[config.mk]
export PLATFORM = sky130hd
export DESIGN_NAME = ogp_div
export DESIGN_NICKNAME = d
export VERILOG_FILES = /design/src/rtl/ogp_pkg.sv /design/src/rtl/ogp_div.sv
export SDC_FILE = /design/constraint.sdc
export NUM_CORES = 1
export LEC_CHECK = 0
export BUFFER_PORTS_ARGS = -buffer_cell sky130_fd_sc_hd__buf_2
export CORE_MARGIN = 1.5
export CORE_UTILIZATION = 37
export CTS_BUF_LIST = sky130_fd_sc_hd__clkbuf_8
export DETAILED_ROUTE_END_ITERATION = 12
export HOLD_SLACK_MARGIN = 0.06
export MAX_ROUTING_LAYER = met4
export SKIP_LAST_GASP = 1
export SLEW_MARGIN = 20
export SYNTH_ARGS = -nofsm -noshare
export SYNTH_HDL_FRONTEND = slang
export SYNTH_SLANG_ARGS = --single-unit
[constraint.sdc]
create_clock -name i_clk -period 6.2 [get_ports i_clk]
set_input_delay 0.31 -clock i_clk [delete_from_list [all_inputs] [get_ports i_clk]]
set_output_delay 0.31 -clock i_clk [all_outputs]
set_load 0.05 [all_outputs]
[src/rtl/ogp_pkg.sv]
// Shared constants and types for the occupancy grid projection block.
// No dependencies; used by ogp_div and occupancy_grid_projection.
package ogp_pkg;

    localparam int COORD_W   = 21;
    localparam int ORIGIN_W  = 22;
    localparam int SIDE_W    = 9;
    localparam int CNT_W     = 13;
    localparam int MAX_POINTS = 4096;
    localparam int PTR_W     = $clog2(MAX_POINTS);
    localparam int MAX_SIDE  = 256;
    localparam int GIDX_W    = $clog2(MAX_SIDE * MAX_SIDE);
    localparam int DIV_W     = 22;
    localparam int CS_W      = 16;

    typedef logic [1:0] t_op;
    typedef logic [2:0] t_status;
    typedef logic [1:0] t_cell;
    typedef logic [1:0] t_reg_idx;

    localparam t_op OP_ADD   = 2'd0;
    localparam t_op OP_BUILD = 2'd1;
    localparam t_op OP_READ  = 2'd2;

    localparam t_status ST_OK        = 3'd0;
    localparam t_status ST_EMPTY     = 3'd1;
    localparam t_status ST_TOO_LARGE = 3'd2;
    localparam t_status ST_FULL      = 3'd3;
    localparam t_status ST_OUTSIDE   = 3'd4;

    localparam t_cell CELL_UNKNOWN = 2'd0;
    localparam t_cell CELL_FREE    = 2'd1;
    localparam t_cell CELL_OCC     = 2'd2;

    localparam t_reg_idx REG_CELL_SIZE = 2'd0;
    localparam t_reg_idx REG_BAND_LOW  = 2'd1;
    localparam t_reg_idx REG_BAND_HIGH = 2'd2;

    // grid side = quotient + 3, so the quotient may not exceed this
    localparam logic [DIV_W-1:0] Q_LIMIT = DIV_W'(MAX_SIDE - 3);

    typedef struct packed {
        logic             start;
        logic [DIV_W-1:0] dividend;
        logic [CS_W-1:0]  divisor;
    } t_div_req;

endpackage

[src/rtl/ogp_div.sv]
// Restoring unsigned divider, one quotient bit per cycle.
// Uses ogp_pkg for the request struct and widths.
module ogp_div (
    input  logic                        i_clk,
    input  logic                        i_rst_n,
    input  ogp_pkg::t_div_req           i_req,
    output logic                        o_done,
    output logic [ogp_pkg::DIV_W-1:0]   o_quot
);
    localparam int DW = ogp_pkg::DIV_W;
    localparam int VW = ogp_pkg::CS_W;
    localparam int CW = $clog2(DW);

    logic          r_busy, r_done;
    logic [CW-1:0] r_cnt;
    logic [VW-1:0] r_rem, r_dvs;
    logic [DW-1:0] r_quo;
    logic [VW:0]   trial;
    logic          fits;

    assign trial = {r_rem, r_quo[DW-1]};
    assign fits  = trial >= {1'b0, r_dvs};

    always_ff @(posedge i_clk) begin
        if (!i_rst_n) begin
            r_busy <= 1'b0;
            r_done <= 1'b0;
            r_cnt  <= '0;
        end else begin
            r_done <= 1'b0;
            if (i_req.start) begin
                r_busy <= 1'b1;
                r_cnt  <= '0;
            end else if (r_busy) begin
                r_cnt <= r_cnt + 1'b1;
                if (r_cnt == CW'(DW - 1)) begin
                    r_busy <= 1'b0;
                    r_done <= 1'b1;
                end
            end
        end
    end

    // dividend shifts out of the top of r_quo while quotient bits shift in
    always_ff @(posedge i_clk) begin
        if (i_req.start) begin
            r_rem <= '0;
            r_dvs <= i_req.divisor;
            r_quo <= i_req.dividend;
        end else if (r_busy) begin
            r_rem <= fits ? VW'(trial - {1'b0, r_dvs}) : trial[VW-1:0];
            r_quo <= {r_quo[DW-2:0], fits};
        end
    end

    assign o_done = r_done;
    assign o_quot = r_quo;
endmodule

==> impl.org <==
** Status
- The flow ran to the end, and the final reports show no timing, DRC or antenna violations.

** Floorplan
- Total I/O pin count :: 64
- The die is 100 um wide.
- The die covers 10000 um^2.
- Floorplan die height :: 100 um
- Row count :: 35
- The initial utilization of the core area, before any placement, comes to 37.9%.
- Core outline area :: 9200 um^2

** CTS
- TritonCTS built the clock tree.
- After clock tree synthesis, the clock-pin slew on the worst setup and hold paths is 0.08 ns.
- Clock buffer depth :: 2
- CTS-repair resized insts :: 0
- Number of clock sinks :: 61
- TritonCTS created 9 clock buffers.
- Cts-stage hold buffer count :: 0
- Clock latency on the worst-skew pair, taken at its later pin, is 0.35 ns.
- H-tree level count :: 3
- CTS placed an instance of sky130_fd_sc_hd__clkbuf_8 at the clock tree root.
- Setup repair bufs after CTS :: 0

** GRT
- The first global-routing pass estimated 13500 um of wire.
- The number of antenna violations at the first check in global routing came to 0.
- After global routing the overflow that remains totals 0.
- Total routing usage reported by global routing :: 17.8%
- Number of global-route vias before repair :: 2747
- Largest net degree at the start of global routing :: 45

** STA
- Worst Max-Slew Pin Slew :: 0.870 ns
- Count of final setup violators :: 0
- Post-route setup TNS :: 0 ns
- Setup slack on the critical path of the routed design comes to 3.38 ns.
- The final number of max-transition violations came to 0.
- On the final layout, the worst clock skew is 0.0113 ns.
- On the final layout, the worst hold slack is 0.130 ns.
- Highest Clock Rate :: 355 MHz
- Number of hold violations in the final report :: 0
- The worst path uses 45.4% of the clock period.
- Setup repair after global routing left no endpoint under its margin.
- Max-Slew Margin vs Limit :: 41.9%
- Shortest clock period the worst path allows after layout :: 2.82 ns

** Route
- Via density per instance :: 5.50
- After detailed routing, the number of remaining DRC violations is 0.
- Once detail routing completed, the nets flagged for antenna violations numbered 0.
- Number of violations reported at the end of detailed-routing iteration 0 :: 182
- Via count of the routed design :: 2789
- After detailed routing, the total wire length is 8160 um.
- The pre-antenna-repair detailed-routing pass consisted of 4 iterations.
- Mean routed wirelength per cell :: 16.1 um

** Power
- Design Power :: 1.12 mW
- Pleak :: 1.62 nW
- IR analysis of the VDD net gives a maximum drop of 0.157 mV.
- PD cells :: 273 nW/um^2

** Setup path
- CP startpoint kind :: register
- Kind of critical path :: reg -> reg
- R2R Setup Slk :: 3.38 ns
- Data on the critical path is required at its endpoint by 6.30 ns.
- Along the worst path, the maximum fanout reaches 18.
- Data on the critical path arrives at its endpoint at 2.91 ns.
- STA classifies the critical path endpoint as a register.

** Logic synthesis
- Post-synthesis sequential area ratio :: 45.9%
- Synthesis Warnings :: 0
- Syn Std Cell Area :: 3490 um^2
- Synth Flop Type :: sky130_fd_sc_hd__edfxtp_1
- In this run, synthesis inferred 38 flip-flops with an integrated enable.
- Mean post-synth cell area :: 10.6 um^2
- Syn nets :: 388
- Counting every instance in the synthesized netlist gives 328.
- Register bit count reported by yosys :: 61
- Async set-or-reset flop fraction in the synthesized netlist :: 0%
- Distinct cell type count of the synthesized netlist :: 59

** Place
- Port buffering added 63 buffers.
- After detailed placement, the total cell area comes to 3900 um^2.
- Placed Cells incl. Taps :: 491
- Timing analysis after detailed placement gives a worst setup slack of 3.42 ns.
- Placer congestion estimate :: 0.896
- Detailed placement finished with a half-perimeter wire length of 5750 um.

** Final layout
- Most common cell after layout, fill and taps aside :: sky130_fd_sc_hd__buf_2
- Post-route cell area :: 4120 um^2
- Cells fill 44.8% of the core in the end.
- After filler insertion, the fill cell instance count of the layout stands at 908.
- Antenna fix cells :: 0
- Excluding fillers, the count of instances in the completed layout stands at 507.
- Layout-stage area growth over the synthesis result :: 18.1%
- Of the cells placed in the final design, the portion with a size suffix greater than 1 is 29.5%.
- Number of nets in the layout :: 451
- In the layout the commonest cells are sky130_fd_sc_hd__buf_2 (63), sky130_fd_sc_hd__edfxtp_1 (38), sky130_fd_sc_hd__inv_1 (23), sky130_fd_sc_hd__dfxtp_1 (23), sky130_fd_sc_hd__mux2_2 (22).

** Run
- Max-cap check violation count :: 0

** Hold path
- The tightest min-delay check is of the in -> reg type.
[synth_stat cells (6+ instances only)]
cell type / number / share of area, %
sky130_fd_sc_hd__edfxtp_1: 38 / 33
sky130_fd_sc_hd__dfxtp_1: 23 / 13
sky130_fd_sc_hd__inv_1: 23 / 2.5
sky130_fd_sc_hd__mux2_2: 22 / 7.1
sky130_fd_sc_hd__nor2_1: 21 / 2.3
sky130_fd_sc_hd__a21oi_1: 20 / 2.9
sky130_fd_sc_hd__ha_1: 18 / 6.5
sky130_fd_sc_hd__nand2_1: 15 / 1.6
sky130_fd_sc_hd__o21ai_0: 15 / 2.2
sky130_fd_sc_hd__nor3_1: 10 / 1.4
sky130_fd_sc_hd__o211ai_1: 9 / 1.9
sky130_fd_sc_hd__a211oi_1: 8 / 1.7
sky130_fd_sc_hd__nand3_1: 8 / 1.1
sky130_fd_sc_hd__nand4_1: 8 / 1.4
sky130_fd_sc_hd__buf_2: 6 / 0.86
sky130_fd_sc_hd__clkbuf_1: 6 / 0.65
sky130_fd_sc_hd__xnor2_1: 6 / 1.5
[worst paths after layout]
path | from | cells past startpoint | endpoint
max | r_dvs[12] | 8 | o_quot[0]
min | i_req[3] | 1 | r_dvs[3]
max reg2reg | r_dvs[12] | 8 | o_quot[0]
min reg2reg | r_rem[10] | 2 | r_rem[10]
[kinds of logic after synthesis]
logic type               Yosys count  synth area share, %
AO/OA/AOI/OAI                     91                 19.9
XOR/XNOR                          10                 2.51
adder cells (fa/ha/maj)           19                 7.03
buffers and inverters             38                 4.45
flip-flops                        61                 45.9
multiplexers                      23                 7.39
AND/OR/NAND/NOR                   86                 12.9
[layer usage]
layer | GRT usage, % | wire length, um | vias up | share of wire [%]
met5 | - | 0 | - | 0
met4 | 6.61 | 107 | 0 | 1.3
met3 | 4.32 | 428 | 9 | 5.2
met2 | 27.8 | 3880 | 79 | 48
met1 | 22.5 | 3750 | 1324 | 46
li1 | - | - | 1377 | -
[flip-flops by register name (all words and copies together), names as in the netlist]
name	flops
r_busy	1
o_done	1
r_dvs	16
o_quot	22
r_rem	16
r_cnt	5
[layout make-up]
type                       count  area, um^2  share of cell area [%]
inverter                      24        90.1                    2.19
clock buffer                   9         124                    3.00
timing repair buffer          66         338                    8.19
sequential                    61        1600                    38.8
tap                          111         139                    3.37
clock inverter                 7        97.6                    2.37
multi-input combinational    229        1730                    42.0
[power breakdown]
part,switching [mW],internal (mW)
registers,0.0145,0.465
logic,0.161,0.0821
clock network,0.174,0.227
[critical path, stage by stage, from the launching register on]
cell and delay [ns]:
sky130_fd_sc_hd__edfxtp_1 0.37, sky130_fd_sc_hd__inv_1 0.08, sky130_fd_sc_hd__ha_1 0.29, sky130_fd_sc_hd__a21oi_1 0.33
sky130_fd_sc_hd__o21a_1 0.27, sky130_fd_sc_hd__o311ai_2 0.16, sky130_fd_sc_hd__nor3_4 0.63, sky130_fd_sc_hd__nor2_1 0.14
sky130_fd_sc_hd__mux2_2 0.29
(Power assumes the default switching activity.)
